--- src/hw/rtl/uri_component_splitter_defines.svh ---
// Assertion macros for the URI component splitter.
// Used by the top level; expects signals clk and arst_n in scope.
`ifndef URI_COMPONENT_SPLITTER_DEFINES_SVH
`define URI_COMPONENT_SPLITTER_DEFINES_SVH

// Same-cycle implication, checked on every rising edge outside reset.
`define UCS_ASSERT_NOW(label, ante, cons) \
	label: assert property (@(posedge clk) disable iff (!arst_n) (ante) |-> (cons)) \
		else $error("ucs assertion failed");

// Next-cycle implication, checked on every rising edge outside reset.
`define UCS_ASSERT_NEXT(label, ante, cons) \
	label: assert property (@(posedge clk) disable iff (!arst_n) (ante) |=> (cons)) \
		else $error("ucs assertion failed");

`endif

--- src/hw/rtl/ucs_pkg.sv ---
// Shared types and constants for the URI component splitter.
// No dependencies; used by ucs_parser, ucs_emitter and the top level.
`timescale 1ns / 1ps

package ucs_pkg;

	localparam int NPARTS = 8;
	localparam int CODE_W = 3;
	localparam int BEG_W  = 10;
	localparam int LEN_W  = 11;
	localparam int PORT_W = 16;
	localparam int PROD_W = 20;

	localparam logic [PORT_W-1:0] PORT_MAX = 16'hFFFF;

	localparam logic [CODE_W-1:0] PT_SCHEME = 3'd0;
	localparam logic [CODE_W-1:0] PT_AUTH   = 3'd1;
	localparam logic [CODE_W-1:0] PT_USER   = 3'd2;
	localparam logic [CODE_W-1:0] PT_PASS   = 3'd3;
	localparam logic [CODE_W-1:0] PT_HOST   = 3'd4;
	localparam logic [CODE_W-1:0] PT_PATH   = 3'd5;
	localparam logic [CODE_W-1:0] PT_QUERY  = 3'd6;
	localparam logic [CODE_W-1:0] PT_FRAG   = 3'd7;

	localparam logic [7:0] CH_COLON = 8'h3A;
	localparam logic [7:0] CH_SLASH = 8'h2F;
	localparam logic [7:0] CH_QUEST = 8'h3F;
	localparam logic [7:0] CH_HASH  = 8'h23;
	localparam logic [7:0] CH_AT    = 8'h40;
	localparam logic [7:0] CH_LBRK  = 8'h5B;
	localparam logic [7:0] CH_RBRK  = 8'h5D;
	localparam logic [7:0] CH_ZERO  = 8'h30;
	localparam logic [7:0] CH_NINE  = 8'h39;

	typedef enum logic [3:0] {
		PH_SCHEME,
		PH_AFTER_COLON,
		PH_SLASH1,
		PH_H_START,
		PH_H_REG,
		PH_V6,
		PH_V6_END,
		PH_PORT,
		PH_PORT_DONE,
		PH_PATH,
		PH_QUERY,
		PH_FRAG
	} phase_t;

	// Finished split of one URI, handed from parser to emitter.
	typedef struct packed {
		logic [NPARTS-1:0][BEG_W-1:0] starts;
		logic [NPARTS-1:0][LEN_W-1:0] sizes;
		logic [NPARTS-1:0]            found;
		logic [PORT_W-1:0]            port;
		logic                         port_seen;
		logic                         overflow;
	} snap_t;

endpackage

--- src/hw/rtl/ucs_parser.sv ---
// Per-byte parse state of the URI component splitter.
// Depends on ucs_pkg; one byte is folded into the state on each step.
`timescale 1ns / 1ps

module ucs_parser #(
	parameter int MAX_LEN = 1024
) (
	input  logic           clk,
	input  logic           arst_n,
	input  logic           step,
	input  logic [7:0]     in_byte,
	input  logic           in_last,
	output ucs_pkg::snap_t snap
);

	localparam int PW = $clog2(MAX_LEN + 1);
	localparam logic [PW-1:0] LIMIT = PW'(MAX_LEN);

	logic [PW-1:0]                                      pos_q, n_pos;
	ucs_pkg::phase_t                                    phase_q, n_phase;
	logic [ucs_pkg::NPARTS-1:0][ucs_pkg::BEG_W-1:0]     starts_q, n_starts;
	logic [ucs_pkg::NPARTS-1:0][ucs_pkg::LEN_W-1:0]     sizes_q, n_sizes;
	logic [ucs_pkg::NPARTS-1:0]                         found_q, n_found;
	logic [ucs_pkg::PORT_W-1:0]                         acc_q, n_acc;
	logic                                               seen_q, n_seen;
	logic                                               ovf_q, n_ovf;
	logic                                               ucolon_q, n_ucolon;
	logic                                               at_q, n_at;

	always_comb begin
		logic [ucs_pkg::BEG_W-1:0]  p10;
		logic [ucs_pkg::LEN_W-1:0]  p11;
		logic [ucs_pkg::BEG_W-1:0]  f10;
		logic [ucs_pkg::LEN_W-1:0]  f11;
		logic [ucs_pkg::PROD_W-1:0] prod;
		logic                       do_path;
		logic                       stop;
		logic                       sep;
		ucs_pkg::phase_t            path_ph;
		ucs_pkg::phase_t            work_ph;

		n_pos    = pos_q;
		n_phase  = phase_q;
		n_starts = starts_q;
		n_sizes  = sizes_q;
		n_found  = found_q;
		n_acc    = acc_q;
		n_seen   = seen_q;
		n_ovf    = ovf_q;
		n_ucolon = ucolon_q;
		n_at     = at_q;
		do_path  = 1'b0;
		stop     = 1'b0;
		path_ph  = ucs_pkg::PH_PATH;
		work_ph  = phase_q;
		p10      = ucs_pkg::BEG_W'(pos_q);
		p11      = ucs_pkg::LEN_W'(pos_q);
		sep      = (in_byte == ucs_pkg::CH_SLASH) || (in_byte == ucs_pkg::CH_QUEST) ||
			(in_byte == ucs_pkg::CH_HASH);
		prod     = (ucs_pkg::PROD_W'(acc_q) << 3) + (ucs_pkg::PROD_W'(acc_q) << 1) +
			ucs_pkg::PROD_W'(4'(in_byte - ucs_pkg::CH_ZERO));

		if (pos_q >= LIMIT) begin
			n_ovf = 1'b1;
		end else begin
			n_pos = pos_q + 1'b1;
			unique case (phase_q)
				ucs_pkg::PH_SCHEME: begin
					if (in_byte == ucs_pkg::CH_COLON) begin
						n_found[ucs_pkg::PT_SCHEME]  = 1'b1;
						n_starts[ucs_pkg::PT_SCHEME] = '0;
						n_sizes[ucs_pkg::PT_SCHEME]  = p11;
						n_phase = ucs_pkg::PH_AFTER_COLON;
					end else if (in_byte == ucs_pkg::CH_SLASH && pos_q == '0) begin
						n_phase = ucs_pkg::PH_SLASH1;
					end else if (sep) begin
						n_starts[ucs_pkg::PT_PATH] = '0;
						n_sizes[ucs_pkg::PT_PATH]  = p11;
						do_path = 1'b1;
					end
				end
				ucs_pkg::PH_AFTER_COLON: begin
					if (in_byte == ucs_pkg::CH_SLASH) begin
						n_phase = ucs_pkg::PH_SLASH1;
					end else begin
						n_starts[ucs_pkg::PT_PATH] = p10;
						n_sizes[ucs_pkg::PT_PATH]  = '0;
						do_path = 1'b1;
					end
				end
				ucs_pkg::PH_SLASH1: begin
					if (in_byte == ucs_pkg::CH_SLASH) begin
						n_found[ucs_pkg::PT_AUTH]  = 1'b1;
						n_found[ucs_pkg::PT_HOST]  = 1'b1;
						n_starts[ucs_pkg::PT_AUTH] = p10 + 1'b1;
						n_starts[ucs_pkg::PT_USER] = p10 + 1'b1;
						n_starts[ucs_pkg::PT_HOST] = p10 + 1'b1;
						n_phase = ucs_pkg::PH_H_START;
					end else begin
						n_starts[ucs_pkg::PT_PATH] = p10 - 1'b1;
						n_sizes[ucs_pkg::PT_PATH]  = ucs_pkg::LEN_W'(1);
						do_path = 1'b1;
					end
				end
				ucs_pkg::PH_PATH, ucs_pkg::PH_QUERY, ucs_pkg::PH_FRAG: begin
					do_path = 1'b1;
					path_ph = phase_q;
				end
				default: begin
					// authority: user info, host, port
					if (sep) begin
						n_starts[ucs_pkg::PT_PATH] = p10;
						n_sizes[ucs_pkg::PT_PATH]  = '0;
						do_path = 1'b1;
					end else begin
						n_sizes[ucs_pkg::PT_AUTH] = sizes_q[ucs_pkg::PT_AUTH] + 1'b1;
						if (!at_q) begin
							if (in_byte == ucs_pkg::CH_AT) begin
								n_at = 1'b1;
								n_found[ucs_pkg::PT_USER] = 1'b1;
								if (ucolon_q)
									n_found[ucs_pkg::PT_PASS] = 1'b1;
								n_starts[ucs_pkg::PT_HOST] = p10 + 1'b1;
								n_sizes[ucs_pkg::PT_HOST]  = '0;
								n_acc   = '0;
								n_seen  = 1'b0;
								n_phase = ucs_pkg::PH_H_START;
								stop    = 1'b1;
							end else if (ucolon_q) begin
								n_sizes[ucs_pkg::PT_PASS] = sizes_q[ucs_pkg::PT_PASS] + 1'b1;
							end else if (in_byte == ucs_pkg::CH_COLON) begin
								n_ucolon = 1'b1;
								n_starts[ucs_pkg::PT_PASS] = p10 + 1'b1;
							end else begin
								n_sizes[ucs_pkg::PT_USER] = sizes_q[ucs_pkg::PT_USER] + 1'b1;
							end
						end
						if (!stop && phase_q == ucs_pkg::PH_H_START) begin
							if (in_byte == ucs_pkg::CH_LBRK) begin
								n_starts[ucs_pkg::PT_HOST] = p10 + 1'b1;
								n_phase = ucs_pkg::PH_V6;
								stop    = 1'b1;
							end else begin
								n_starts[ucs_pkg::PT_HOST] = p10;
								work_ph = ucs_pkg::PH_H_REG;
								n_phase = ucs_pkg::PH_H_REG;
							end
						end
						if (!stop) begin
							unique case (work_ph)
								ucs_pkg::PH_H_REG: begin
									if (in_byte == ucs_pkg::CH_COLON)
										n_phase = ucs_pkg::PH_PORT;
									else
										n_sizes[ucs_pkg::PT_HOST] =
											n_sizes[ucs_pkg::PT_HOST] + 1'b1;
								end
								ucs_pkg::PH_V6: begin
									if (in_byte == ucs_pkg::CH_RBRK)
										n_phase = ucs_pkg::PH_V6_END;
									else
										n_sizes[ucs_pkg::PT_HOST] =
											n_sizes[ucs_pkg::PT_HOST] + 1'b1;
								end
								ucs_pkg::PH_V6_END: begin
									n_phase = (in_byte == ucs_pkg::CH_COLON) ?
										ucs_pkg::PH_PORT : ucs_pkg::PH_PORT_DONE;
								end
								ucs_pkg::PH_PORT: begin
									if (in_byte >= ucs_pkg::CH_ZERO &&
										in_byte <= ucs_pkg::CH_NINE) begin
										n_acc  = (prod > ucs_pkg::PROD_W'(ucs_pkg::PORT_MAX)) ?
											ucs_pkg::PORT_MAX : ucs_pkg::PORT_W'(prod);
										n_seen = 1'b1;
									end else begin
										n_phase = ucs_pkg::PH_PORT_DONE;
									end
								end
								default: ;
							endcase
						end
					end
				end
			endcase

			// path, query and fragment scanning
			if (do_path) begin
				n_phase = path_ph;
				unique case (path_ph)
					ucs_pkg::PH_PATH: begin
						if (in_byte == ucs_pkg::CH_QUEST) begin
							n_found[ucs_pkg::PT_QUERY]  = 1'b1;
							n_starts[ucs_pkg::PT_QUERY] = p10 + 1'b1;
							n_phase = ucs_pkg::PH_QUERY;
						end else if (in_byte == ucs_pkg::CH_HASH) begin
							n_found[ucs_pkg::PT_FRAG]  = 1'b1;
							n_starts[ucs_pkg::PT_FRAG] = p10 + 1'b1;
							n_phase = ucs_pkg::PH_FRAG;
						end else begin
							n_sizes[ucs_pkg::PT_PATH] = n_sizes[ucs_pkg::PT_PATH] + 1'b1;
						end
					end
					ucs_pkg::PH_QUERY: begin
						if (in_byte == ucs_pkg::CH_HASH) begin
							n_found[ucs_pkg::PT_FRAG]  = 1'b1;
							n_starts[ucs_pkg::PT_FRAG] = p10 + 1'b1;
							n_phase = ucs_pkg::PH_FRAG;
						end else begin
							n_sizes[ucs_pkg::PT_QUERY] = sizes_q[ucs_pkg::PT_QUERY] + 1'b1;
						end
					end
					default: begin
						n_sizes[ucs_pkg::PT_FRAG] = sizes_q[ucs_pkg::PT_FRAG] + 1'b1;
					end
				endcase
			end
		end

		// Close the path at end of text and assemble the record set.
		f10 = ucs_pkg::BEG_W'(n_pos);
		f11 = ucs_pkg::LEN_W'(n_pos);
		snap.starts    = n_starts;
		snap.sizes     = n_sizes;
		snap.found     = n_found;
		snap.port      = n_acc;
		snap.port_seen = n_seen;
		snap.overflow  = n_ovf;
		snap.found[ucs_pkg::PT_PATH] = 1'b1;
		unique case (n_phase)
			ucs_pkg::PH_SCHEME: begin
				snap.starts[ucs_pkg::PT_PATH] = '0;
				snap.sizes[ucs_pkg::PT_PATH]  = f11;
			end
			ucs_pkg::PH_SLASH1: begin
				snap.starts[ucs_pkg::PT_PATH] = f10 - 1'b1;
				snap.sizes[ucs_pkg::PT_PATH]  = ucs_pkg::LEN_W'(1);
			end
			ucs_pkg::PH_PATH, ucs_pkg::PH_QUERY, ucs_pkg::PH_FRAG: ;
			default: begin
				snap.starts[ucs_pkg::PT_PATH] = f10;
				snap.sizes[ucs_pkg::PT_PATH]  = '0;
			end
		endcase
	end

	always_ff @(posedge clk or negedge arst_n) begin
		if (!arst_n) begin
			pos_q    <= '0;
			phase_q  <= ucs_pkg::PH_SCHEME;
			starts_q <= '0;
			sizes_q  <= '0;
			found_q  <= '0;
			acc_q    <= '0;
			seen_q   <= 1'b0;
			ovf_q    <= 1'b0;
			ucolon_q <= 1'b0;
			at_q     <= 1'b0;
		end else if (step && in_last) begin
			pos_q    <= '0;
			phase_q  <= ucs_pkg::PH_SCHEME;
			starts_q <= '0;
			sizes_q  <= '0;
			found_q  <= '0;
			acc_q    <= '0;
			seen_q   <= 1'b0;
			ovf_q    <= 1'b0;
			ucolon_q <= 1'b0;
			at_q     <= 1'b0;
		end else if (step) begin
			pos_q    <= n_pos;
			phase_q  <= n_phase;
			starts_q <= n_starts;
			sizes_q  <= n_sizes;
			found_q  <= n_found;
			acc_q    <= n_acc;
			seen_q   <= n_seen;
			ovf_q    <= n_ovf;
			ucolon_q <= n_ucolon;
			at_q     <= n_at;
		end
	end

endmodule

--- src/hw/rtl/ucs_emitter.sv ---
// Result bank and record sequencer of the URI component splitter.
// Depends on ucs_pkg; holds one finished split and plays out its eight records.
`timescale 1ns / 1ps

module ucs_emitter (
	input  logic                        clk,
	input  logic                        arst_n,
	input  logic                        load,
	input  ucs_pkg::snap_t              snap,
	output logic                        free,
	output logic                        part_valid,
	input  logic                        part_stall,
	output logic [ucs_pkg::CODE_W-1:0]  part_code,
	output logic                        part_present,
	output logic [ucs_pkg::BEG_W-1:0]   part_start,
	output logic [ucs_pkg::LEN_W-1:0]   part_length,
	output logic [ucs_pkg::PORT_W-1:0]  port_number,
	output logic                        port_present,
	output logic                        too_long,
	output logic                        last_part
);

	ucs_pkg::snap_t              bank_q;
	logic                        busy_q;
	logic [ucs_pkg::CODE_W-1:0]  idx_q;
	logic                        take;
	logic                        is_last;

	assign is_last = (idx_q == ucs_pkg::PT_FRAG);
	assign take    = busy_q && !part_stall;
	assign free    = !busy_q || (take && is_last);

	always_ff @(posedge clk or negedge arst_n) begin
		if (!arst_n) begin
			busy_q <= 1'b0;
			idx_q  <= '0;
		end else if (load) begin
			busy_q <= 1'b1;
			idx_q  <= '0;
		end else if (take) begin
			busy_q <= !is_last;
			idx_q  <= idx_q + 1'b1;
		end
	end

	always_ff @(posedge clk) begin
		if (load)
			bank_q <= snap;
	end

	always_comb begin
		part_valid   = busy_q;
		part_code    = idx_q;
		part_present = bank_q.found[idx_q];
		part_start   = part_present ? bank_q.starts[idx_q] : '0;
		part_length  = part_present ? bank_q.sizes[idx_q] : '0;
		port_present = bank_q.port_seen;
		port_number  = bank_q.port_seen ? bank_q.port : '0;
		too_long     = bank_q.overflow;
		last_part    = is_last;
	end

endmodule

--- src/hw/rtl/uri_component_splitter.sv ---
// Top level of the URI component splitter: input register, parser, emitter.
// Depends on ucs_pkg, ucs_parser, ucs_emitter and uri_component_splitter_defines.svh.
`timescale 1ns / 1ps
`include "uri_component_splitter_defines.svh"

// The block takes a URI one byte per transaction on the byte channel and, on
// the byte flagged in_last, produces eight part records (scheme, authority,
// user, password, host, path, query, fragment, in that order) on the part
// channel, each with offset, length, the saturated decimal port and the
// overflow flag. Throughput is one byte per clock unless a final byte is
// held: each byte passes an input register and updates the parse state in
// the same cycle. The finished split is copied into a one-deep result bank
// that plays out one record per cycle while part_stall is low. The next URI
// overlaps the drain; only a final byte arriving while the bank still holds
// records is held in the input register until the eighth record is taken.
// URIs of eight or more bytes run at full rate while part_stall is low;
// shorter ones wait. The first record follows the final byte through the
// input register and the bank. Bytes beyond MAX_LEN are dropped apart from
// their end marker and set too_long. No clearing pass follows reset.
module uri_component_splitter #(
	parameter int MAX_LEN = 1024
) (
	input  logic                        clk,
	input  logic                        arst_n,
	// byte channel
	input  logic                        byte_valid,
	output logic                        byte_stall,
	input  logic [7:0]                  in_byte,
	input  logic                        in_last,
	// part channel
	output logic                        part_valid,
	input  logic                        part_stall,
	output logic [ucs_pkg::CODE_W-1:0]  part_code,
	output logic                        part_present,
	output logic [ucs_pkg::BEG_W-1:0]   part_start,
	output logic [ucs_pkg::LEN_W-1:0]   part_length,
	output logic [ucs_pkg::PORT_W-1:0]  port_number,
	output logic                        port_present,
	output logic                        too_long,
	output logic                        last_part
);

	logic           valid_s1;
	logic [7:0]     byte_s1;
	logic           last_s1;
	logic           bank_free;
	logic           step;
	logic           load;
	ucs_pkg::snap_t snap;

	// Hold the registered byte only when it closes a URI and the bank is busy.
	assign byte_stall = valid_s1 && last_s1 && !bank_free;
	assign step       = valid_s1 && !byte_stall;
	assign load       = step && last_s1;

	always_ff @(posedge clk or negedge arst_n) begin
		if (!arst_n)
			valid_s1 <= 1'b0;
		else if (!byte_stall)
			valid_s1 <= byte_valid;
	end

	// Capture payload on every accepted transaction.
	always_ff @(posedge clk) begin
		if (byte_valid && !byte_stall) begin
			byte_s1 <= in_byte;
			last_s1 <= in_last;
		end
	end

	ucs_parser #(
		.MAX_LEN (MAX_LEN)
	) u_parser (
		.clk     (clk),
		.arst_n  (arst_n),
		.step    (step),
		.in_byte (byte_s1),
		.in_last (last_s1),
		.snap    (snap)
	);

	ucs_emitter u_emitter (
		.clk          (clk),
		.arst_n       (arst_n),
		.load         (load),
		.snap         (snap),
		.free         (bank_free),
		.part_valid   (part_valid),
		.part_stall   (part_stall),
		.part_code    (part_code),
		.part_present (part_present),
		.part_start   (part_start),
		.part_length  (part_length),
		.port_number  (port_number),
		.port_present (port_present),
		.too_long     (too_long),
		.last_part    (last_part)
	);

	// Stall only ever holds a final byte.
	`UCS_ASSERT_NOW(a_stall_only_on_last, byte_stall, valid_s1 && last_s1)
	// A fresh record set always opens with the scheme record.
	`UCS_ASSERT_NEXT(a_set_starts_scheme, load, part_valid && part_code == ucs_pkg::PT_SCHEME)
	// Taking the final record with nothing loaded leaves the channel empty.
	`UCS_ASSERT_NEXT(a_drain_ends, part_valid && !part_stall && last_part && !load, !part_valid)
	// The path is reported on every record set.
	`UCS_ASSERT_NOW(a_path_present, part_valid && part_code == ucs_pkg::PT_PATH, part_present)

endmodule
--- config.mk ---
export PLATFORM = sky130hd
export DESIGN_NAME = uri_component_splitter
export DESIGN_NICKNAME = d
export VERILOG_FILES = /design/src/hw/rtl/ucs_pkg.sv /design/src/hw/rtl/ucs_parser.sv /design/src/hw/rtl/ucs_emitter.sv /design/src/hw/rtl/uri_component_splitter.sv
export VERILOG_INCLUDE_DIRS = /design/src /design/src/hw/rtl
export SDC_FILE = /design/constraint.sdc
export NUM_CORES = 1
export LEC_CHECK = 0
export ABC_AREA = 1
export BUFFER_PORTS_ARGS = -buffer_cell sky130_fd_sc_hd__buf_2
export CORE_MARGIN = 4
export CORE_UTILIZATION = 40
export DETAILED_ROUTE_END_ITERATION = 10
export PLACE_DENSITY = 0.52
export SLEW_MARGIN = 20
export SYNTH_ARGS = -nofsm -noshare
export SYNTH_HDL_FRONTEND = slang
export SYNTH_SLANG_ARGS = --single-unit
--- constraint.sdc ---
create_clock -name clk -period 31.3 [get_ports clk]
set_input_delay 6.26 -clock clk [delete_from_list [all_inputs] [get_ports clk]]
set_output_delay 6.26 -clock clk [all_outputs]
set_load 0.02 [all_outputs]
==> Yosys cells after proc, flatten, opt, wreduce, memory -nomap -nowiden <==
Cells that the tools add are included.
{ "totals": {"out_inout_bits": 46, "word_cells": 320, "register_bits": 417, "input_bits": 13} }
{ "classes": {"reduce_logical": 32, "order_cmp": 5, "muxes": 190, "n_eq_ne": 29, "add_sub_neg": 15} }
{ "ops": {"columns": ["operator", "n"], "rows": [
  ["11-bit two-way mux", 27],
  ["88-bit two-way mux", 3],
  ["80-bit two-way mux", 3],
  ["10-bit two-way mux", 22],
  ["16-bit two-way mux", 12],
  ["33-bit two-way mux", 5],
  ["4-bit two-way mux", 26],
  ["20-bit two-way mux", 5],
  ["11-bit by 1-bit adder with 11-bit output, second input constant", 8],
  ["44-bit two-way mux", 2],
  ["1-bit two-way mux", 58],
  ["11-bit one-hot mux with 4 select lines", 1],
  ["10-bit one-hot mux with 2 select lines", 2],
  ["10-bit one-hot mux with 4 select lines", 1],
  ["11-bit binary-select mux with 3-bit select", 1],
  ["11-bit one-hot mux with 3 select lines", 1],
  ["4-bit equality test, second input constant", 8],
  ["8-bit by 6-bit equality test with 1-bit output, second input constant", 4],
  ["4-bit one-hot mux with 4 select lines", 2],
  ["10-bit binary-select mux with 3-bit select", 1],
  ["10-bit one-hot mux with 3 select lines", 1],
  ["8-bit by 7-bit equality test with 1-bit output, second input constant", 3],
  ["22-bit two-way mux", 1],
  ["11-bit one-hot mux with 2 select lines", 1],
  ["other kinds (37)", 73]
]} }

==> Depth between registers and ports, before layout <==
Gate-level depths: netlist (run 1).
{ "depth": {"word_depth": 22, "depth_mapped": 22, "depth_no_buf": 20} }

==> Modules after synthesis <==
From an unflattened synthesis (run 1), not the netlist that was laid out.
{ "hier_totals": {"cells_unflattened": 3099, "area_unflattened_um2": 24293.3} }
{ "by_module_without_submodules": {"columns": ["module", "seq_area_each_um2", "area_per_inst_um2", "n_inst", "cells_each"], "rows": [
  ["ucs_parser", 5255.0, 15257.1, 1, 2204],
  ["ucs_emitter", 5925.7, 8700.8, 1, 876],
  ["uri_component_splitter", 295.3, 335.3, 1, 19]
]} }

==> Least setup slack after synthesis (run 1) <==
Ideal clock, no wire load.
{ "synth_path": {"path_type": "in2reg", "from": "in part_stall", "to": "reg u_parser.ovf_q", "setup_ns": 0.490, "slack_ns": 14.597, "arrival_ns": 16.213, "path_buffers": 0, "required_ns": 30.810, "cell_stages": 6, "path_cell_list": "inv_1 > a21oi_1 > nor2_1 > inv_1 > nand2_1 > o22ai_1"} }
{ "synth_between": {"elab_chain_cells": 10, "elab_cells_between_ends": 11, "classes_between": "mux (1); reduce/logical (10)"} }
{ "synth_rtl": {"columns": ["item", "line_no", "text"], "rows": [
  ["from (decl)", "uri_component_splitter.sv:32", "input logic part_stall,"],
  ["1-bit logical NOT *", "ucs_emitter.sv:30", "assign take = busy_q && !part_stall;"],
  ["1-bit logical AND *", "ucs_emitter.sv:30", null],
  ["1-bit logical AND *", "ucs_emitter.sv:31", "assign free = !busy_q || (take && is_last);"],
  ["1-bit logical OR *", "ucs_emitter.sv:31", null],
  ["1-bit logical NOT *", "uri_component_splitter.sv:52", "assign byte_stall = valid_s1 && last_s1 && !bank_free;"],
  ["1-bit logical AND *", "uri_component_splitter.sv:52", null],
  ["1-bit logical NOT *", "uri_component_splitter.sv:53", "assign step = valid_s1 && !byte_stall;"],
  ["1-bit logical AND *", "uri_component_splitter.sv:53", null],
  ["1-bit logical AND *", null, null],
  ["via load", "uri_component_splitter.sv:48", "logic load;"],
  ["1-bit two-way mux or 2-bit nonzero test (tied branches)", null, null],
  ["to (signal assigned)", "ucs_parser.sv:277", "ovf_q <= n_ovf;"],
  ["to (decl)", "ucs_parser.sv:26", "logic ovf_q, n_ovf;"]
]} }
Mark *: on every way through the listed nets, which the timed path passes. The rest lies on a longest branch.
A chain may end at the register's enable or synchronous reset.

==> Worst setup path after layout (run 1) <==
{ "layout_path": {"from": "in part_stall", "to": "out byte_stall"} }
{ "layout_between": {"elab_chain_cells": 6} }
{ "layout_rtl": {"columns": ["item", "line_no", "text"], "rows": [
  ["1-bit logical NOT", "ucs_emitter.sv:30", null],
  ["1-bit logical AND", "ucs_emitter.sv:30", null],
  ["1-bit logical AND", "ucs_emitter.sv:31", null],
  ["1-bit logical OR", "ucs_emitter.sv:31", null],
  ["1-bit logical NOT", "uri_component_splitter.sv:52", null],
  ["1-bit logical AND", "uri_component_splitter.sv:52", null],
  ["to (decl)", "uri_component_splitter.sv:27", "output logic byte_stall,"]
]} }
Every way passes these cells.

==> impl_metrics.csv, run 1 <==
group,metric,value,unit
setup_path,crit_path_max_fanout,3,
logic_synthesis,ys_seq_area_share,49.8,%
global_route,antenna_found_initial,0,
finish,layout.cells.non_filler,3574,
setup_path,end_kind,"output port",
clock_tree,clk_pin_slew_worst_paths,0.06,ns
timing,skew,0.0202,ns
global_route,overflow,0,
placed_design,gp_congestion,0.960,
setup_path,critPathRequiredTime,25.04,ns
global_route,grt_use_total,23.2,%
logic_synthesis,synthesis.area,23000,um^2
clock_tree,max-clock-path-buffers,3,
timing,hold_viol_final,0,
floorplan,die-area,61400,um^2
floorplan,initial_core_util,40.6,%
finish,utilization,45.2,%
finish,nFillCells,5574,
detailed_routing,drc,0,
global_route,grt_start_max_net_pins,183,
logic_synthesis,synth_top_area_share,26.4,%
detailed_routing,ant_nets,0,
timing,setup_tns,0,ns
placed_design,hpwlAfterDp,47500,um
timing,fmax,75.0,MHz
timing,rsz0062_at_grt,"no",
clock_tree,numCtsBuffers,49,
finish,layout.nets,2834,
floorplan,die_h,248,um
finish,final_area,25600,um^2
logic_synthesis,syn_nets,2828,
finish,final_common_cell,"nand2_1",
detailed_routing,routed_wl,71000,um
timing,holdWs,0.481,ns
logic_synthesis,ys_ff_latch,417,
detailed_routing,wl_per_cell,19.9,um
floorplan,num_rows,87,
detailed_routing,vias_per_cell,5.44,
timing,slew_headroom,28.4,%
detailed_routing,first_pass_iters,5,
finish,layout_common_cells,"550 x nand2_1, 396 x inv_1, 288 x o21ai_0",
placed_design,dp_cells,3481,
floorplan,ios,59,
power,power.density,86.4,nW/um^2
global_route,grt_pass1_vias,19000,
setup_path,cp-start-kind,"input pin",
logic_synthesis,synth_largest_area_cell,"edfxtp_1",
setup_path,cp_data_arrival_time,7.07,ns
hold_path,hold_class,"reg2reg",
timing,setup_viol,0,
clock_tree,htree_levels,2,
clock_tree,cts_root_buffer,"clkbuf_16",
clock_tree,cts_setup_buffers,0,
run_status,outcome,"finished clean",
timing,slew_viol_final,0,
logic_synthesis,synth_edf_count,202,
clock_tree,cts_resized,0,
global_route,grt_pass1_wl,111000,um
floorplan,core_area,56600,um^2
clock_tree,clkLatencyLatePin,0.60,ns
floorplan,die_w,248,um
clock_tree,clkSinkCount,417,
setup_path,setup.worst_path.class,"in2out",
logic_synthesis,yosys_warnings,0,
logic_synthesis,synthArstFlopShare,51.6,%
power,irDropWorstVdd,0.0599,mV
placed_design,port_buffers,58,
logic_synthesis,syn_area_per_cell,8.30,um^2
power,leakagePower,0.0117,uW
logic_synthesis,synth_cell_types,58,
timing,fin_crit_sh,42.6,%
flow_run,drv_cap,0,
finish,layout-drive-gt1-share,8.06,%
clock_tree,hold_buffers,0,
placed_design,placed_cell_area,23900,um^2
timing,worstMarginPinSlew,1.07,ns
timing,finalCriticalPeriod,13.33,ns
finish,syn_to_final_growth,11.4,%
logic_synthesis,synthFlopType,"dfrtp_1",
logic_synthesis,ys_top_cells_by_area,"edfxtp_1 26%, dfrtp_1 23%, nand2_1 9.0%, inv_1 6.5%, o21ai_0 6.3%",
logic_synthesis,syn_inst,2770,
clock_tree,cts_tree,"yes",
detailed_routing,dr.first_iter.drc_count,1741,
detailed_routing,via_count,19400,
-- final cells by class --
type / instances / area, um^2 / share of cell area, %
Tap cell: 756 / 946 / 3.69
Sequential cell: 417 / 11400 / 44.7
Clock buffer: 72 / 1390 / 5.44
Timing Repair Buffer: 84 / 508 / 1.98
Inverter: 417 / 1570 / 6.13
Clock inverter: 20 / 258 / 1.01
Antenna cell: 1 / 2.50 / 0.00977
Multi-Input combinational cell: 1807 / 9480 / 37.0
-- routing by layer --
layer / global-route usage, % / part of all wire (%) / wire (um)
met1: 33.5 / 46 / 32800
met3: 3.41 / 6.2 / 4390
met4: 6.02 / 2.0 / 1430
met5: 0 / 0 / 0
met2: 36.6 / 46 / 32400
-- power breakdown --
group | internal (uW) | total [uW] | switching, uW
Sequential | 653 | 704 | 50.8
Combinational | 237 | 920 | 683
Clock | 351 | 589 | 238
Total | 1240 | 2210 | 972
-- cells by family (layout without fill, tap and decap cells) --
family / count (synthesis) / in the layout / share of synthesized area [%]
AND/OR/NAND/NOR: 1053 / 1053 / 19.5
AO/OA/AOI/OAI: 633 / 633 / 16.2
buffers and inverters: 546 / 593 / 9.16
flip-flops: 417 / 417 / 49.8
XOR/XNOR: 76 / 76 / 2.90
adder cells (fa/ha/maj): 45 / 45 / 2.51
other: 0 / 1 / 0
-- cells in the mapped netlist (6+ instances only) --
cell and n:
nand2_1 551, inv_1 397, o21ai_0 289, nor2_1 235, dfrtp_1 215, edfxtp_1 202
o22ai_1 138, nand3_1 136, clkbuf_1 106, a21oi_1 70, xor2_1 66, ha_1 43
nor3_1 37, nand4_1 34, o21a_1 30, a22o_1 17, nor2_2 13, inv_2 12
a22oi_1 11, nand2_2 11, o21ai_1 11, xnor2_1 10, a31oi_1 9, buf_2 9
a221oi_1 8, clkinv_1 8, nor4_1 8, buf_1 7, nand3_2 6, o2111ai_1 6
or2_2 6
-- flip-flops by register name (all words and copies together) (netlist names) --
signal                  flops
u_emitter.bank_q          191
u_parser.sizes_q           88
u_parser.starts_q          80
u_parser.acc_q             16
u_parser.pos_q             11
byte_s1                     8
u_parser.found_q            7
u_parser.phase_q            4
u_emitter.part_code         3
last_s1                     1
u_emitter.part_valid        1
u_emitter.port_present      1
u_emitter.too_long          1
u_parser.at_q               1
u_parser.ovf_q              1
u_parser.seen_q             1
u_parser.ucolon_q           1
valid_s1                    1
-- worst max-delay path, cell delays in order --
cell and delay [ns]:
buf_2 0.10, inv_1 0.04, a21oi_1 0.26, inv_1 0.10, nor2_1 0.13, buf_2 0.18
-- metrics by stage --
stage               power (uW)  setup WS [ns]
global route              2340          17.87
global placement          1610          17.95
detailed placement        1620          17.98
CTS                       2220          17.98
floorplan                 1320          14.60
finish                    2210          17.97
-- path summary, 6_finish.rpt --
path	from	end	slack, ns	depth (start not counted)
max in group asynchronous	arst_n	u_parser.starts_q[72]	23.38	3
min in group asynchronous	arst_n	u_parser.sizes_q[21]	5.70	1
hold / removal	u_parser.starts_q[57]	u_parser.starts_q[57]	0.48	2
hold reg to reg	u_parser.starts_q[57]	u_parser.starts_q[57]	0.48	2
setup / recovery	part_stall	byte_stall	17.97	6
setup reg to reg	u_emitter.part_code[0]	u_parser.starts_q[27]	26.52	13
Note: power is estimated with default switching activity, not from simulation.
==> inputs of run 2 (changes only) <==
--- a/config.mk
+++ b/config.mk
@@ -11,7 +11,7 @@
 export CORE_MARGIN = 4
 export CORE_UTILIZATION = 40
 export DETAILED_ROUTE_END_ITERATION = 10
-export PLACE_DENSITY = 0.52
+export PLACE_DENSITY = 0.54
 export SLEW_MARGIN = 20
 export SYNTH_ARGS = -nofsm -noshare
 export SYNTH_HDL_FRONTEND = slang
==> constraint.sdc (replaced) <==
create_clock -name clk -period 11.9 [get_ports clk]
set_input_delay 2.38 -clock clk [delete_from_list [all_inputs] [get_ports clk]]
set_output_delay 2.38 -clock clk [all_outputs]
set_load 0.02 [all_outputs]
==> impl_metrics.csv, run 2 (same netlist as run 1, synthesis figures left out) <==
group,metric,value,unit
run_status,outcome,"finished clean",
finish,layout.cells.non_filler,3574,
finish,largest_register_ffs,191,
finish,layout_common_cells,"550 x nand2_1, 395 x inv_1, 288 x o21ai_0",
timing,fmax,175,MHz
detailed_routing,drc,0,
timing,setup_tns,0,ns
power,power_frac_seq,31.8,%
timing,finalCriticalPeriod,5.72,ns
finish,final_common_cell,"nand2_1",
detailed_routing,routed_wl,71200,um
timing,setup_viol,0,
power,intPower,3220,uW
setup_path,cp_data_arrival_time,3.34,ns
flow_run,drv_cap,0,
setup_path,path_cells,"buf_4 -> buf_4 -> o21ai_0 -> o21a_1 -> o21ai_2 -> buf_4 -> nand2_1 -> inv_1 -> buf_2",
setup_path,crit_path_max_fanout,51,
clock_tree,clkLatencyLatePin,0.60,ns
timing,skew,0.0269,ns
placed_design,dp_cells,3482,
clock_tree,hold_buffers,0,
detailed_routing,dr.first_iter.drc_count,1518,
global_route,antenna_found_initial,0,
finish,layout.nets,2835,
floorplan,initial_core_util,40.6,%
setup_path,cp_common_cell,"buf_4",
power,power.net_switching,2540,uW
timing,slew_viol_final,0,
placed_design,port_buffers,58,
setup_path,cp-start-kind,"flop",
finish,layout-drive-gt1-share,8.20,%
timing,rsz0062_at_grt,"no",
power,combPwrFrac,42.4,%
global_route,grt_start_max_net_pins,135,
power,leakagePower,0.0117,uW
finish,largest_registers,"u_emitter.bank_q x191, u_parser.sizes_q x88, u_parser.starts_q x80",
power,finalPower,5760,uW
detailed_routing,vias_per_cell,5.48,
setup_path,cp_slowest_stage_delay,0.56,ns
floorplan,num_rows,87,
clock_tree,cts_root_buffer,"clkbuf_16",
power,swShare,44.2,%
clock_tree,cts_resized,0,
finish,syn_to_final_growth,11.2,%
floorplan,die-area,61400,um^2
detailed_routing,ant_nets,0,
clock_tree,numCtsBuffers,49,
clock_tree,cts_setup_buffers,0,
placed_design,hpwlAfterDp,47000,um
global_route,grt_pass1_vias,19100,
timing,holdWs,0.485,ns
floorplan,ios,59,
timing,hold_viol_final,0,
floorplan,core_area,56600,um^2
hold_path,hold_class,"reg2reg",
finish,antenna_cells,0,
clock_tree,cts_tree,"yes",
clock_tree,clkSinkCount,417,
setup_path,critPathRequiredTime,9.52,ns
finish,top_register,"u_emitter.bank_q",
clock_tree,clk_pin_slew_worst_paths,0.06,ns
clock_tree,max-clock-path-buffers,3,
global_route,grt_use_total,23.0,%
setup_path,slowest_stage,"buf_4",
timing,worstMarginPinSlew,1.08,ns
power,power.density,225,nW/um^2
power,irDropWorstVdd,0.227,mV
clock_tree,htree_levels,2,
global_route,overflow,0,
detailed_routing,via_count,19600,
timing,slew_headroom,27.7,%
floorplan,die_h,248,um
global_route,grt_pass1_wl,111000,um
setup_path,setup.worst_path.class,"reg2out",
detailed_routing,first_pass_iters,5,
power,clkPwrFrac,25.9,%
setup_path,end_kind,"output port",
detailed_routing,wl_per_cell,19.9,um
floorplan,die_w,248,um
placed_design,gp_congestion,0.913,
timing,fin_crit_sh,48.1,%
[run 2: cell count changes in the layout (fill, tap and decap cells not counted), sizes merged]
cell      before  now
buf           84   85
clkinv        16   22
clkinvlp       3    0
inv          413  411
diode          1    0
bufinv         5    2
clkbuf        72   74
[run 2: worst max-delay path: cells and delay by family (launching register included)]
| kind | cells | cell delay, ns |
|---|---|---|
| flip-flops | 1 | 0.37 |
| AO/OA/AOI/OAI | 3 | 0.71 |
| AND/OR/NAND/NOR | 1 | 0.10 |
| buffers and inverters | 5 | 1.52 |
[run 2: final timing paths]
kind                                   startpoint               endpoint  slack, ns  cells past startpoint
max                        u_emitter.part_code[0]         part_length[0]       6.18                      9
max reg2reg                u_emitter.part_code[0]  u_parser.starts_q[12]       7.07                     14
max in group asynchronous                  arst_n  u_parser.starts_q[73]       7.76                      3
min                          u_parser.sizes_q[64]   u_parser.sizes_q[64]       0.49                      2
min reg2reg                  u_parser.sizes_q[64]   u_parser.sizes_q[64]       0.49                      2
min in group asynchronous                  arst_n   u_parser.sizes_q[20]       1.79                      1
[run 2: layout make-up]
type	count	area, um^2
Tap cell	756	946
Clock inverter	18	168
Multi-Input combinational cell	1807	9480
Fill cell	5707	31000
Timing Repair Buffer	85	515
Sequential cell	417	11400
Clock buffer	74	1430
Inverter	417	1570
[run 2: metrics by stage]
step                      cell area [um^2]  util [%]  worst slack [ns]
after global placement               24000      42.3              6.20
after global routing                 25600      45.1              5.88
after detailed placement             24000      42.3              6.13
after CTS                            25600      45.1              6.12
after floorplan                      23000         -              2.83
final                                25600      45.1              6.18
[run 2: per-layer routing]
| metal | vias to the layer above | wire length [um] | track usage [%] |
|---|---|---|---|
| met5 | - | 0 | 0 |
| met4 | 0 | 1440 | 5.59 |
| met3 | 104 | 4410 | 3.48 |
| met2 | 655 | 32700 | 37.1 |
| met1 | 9529 | 32600 | 32.8 |
| li1 | 9305 | - | - |
[run 2: power groups by stage]
stage / logic, uW / registers, uW / clock network [uW]
after floorplan: 1640 / 1820 / 0
after global placement: 2390 / 1850 / 0
after detailed placement: 2420 / 1850 / 0
after CTS: 2420 / 1830 / 1520
after global routing: 2680 / 1840 / 1580
final: 2440 / 1830 / 1490
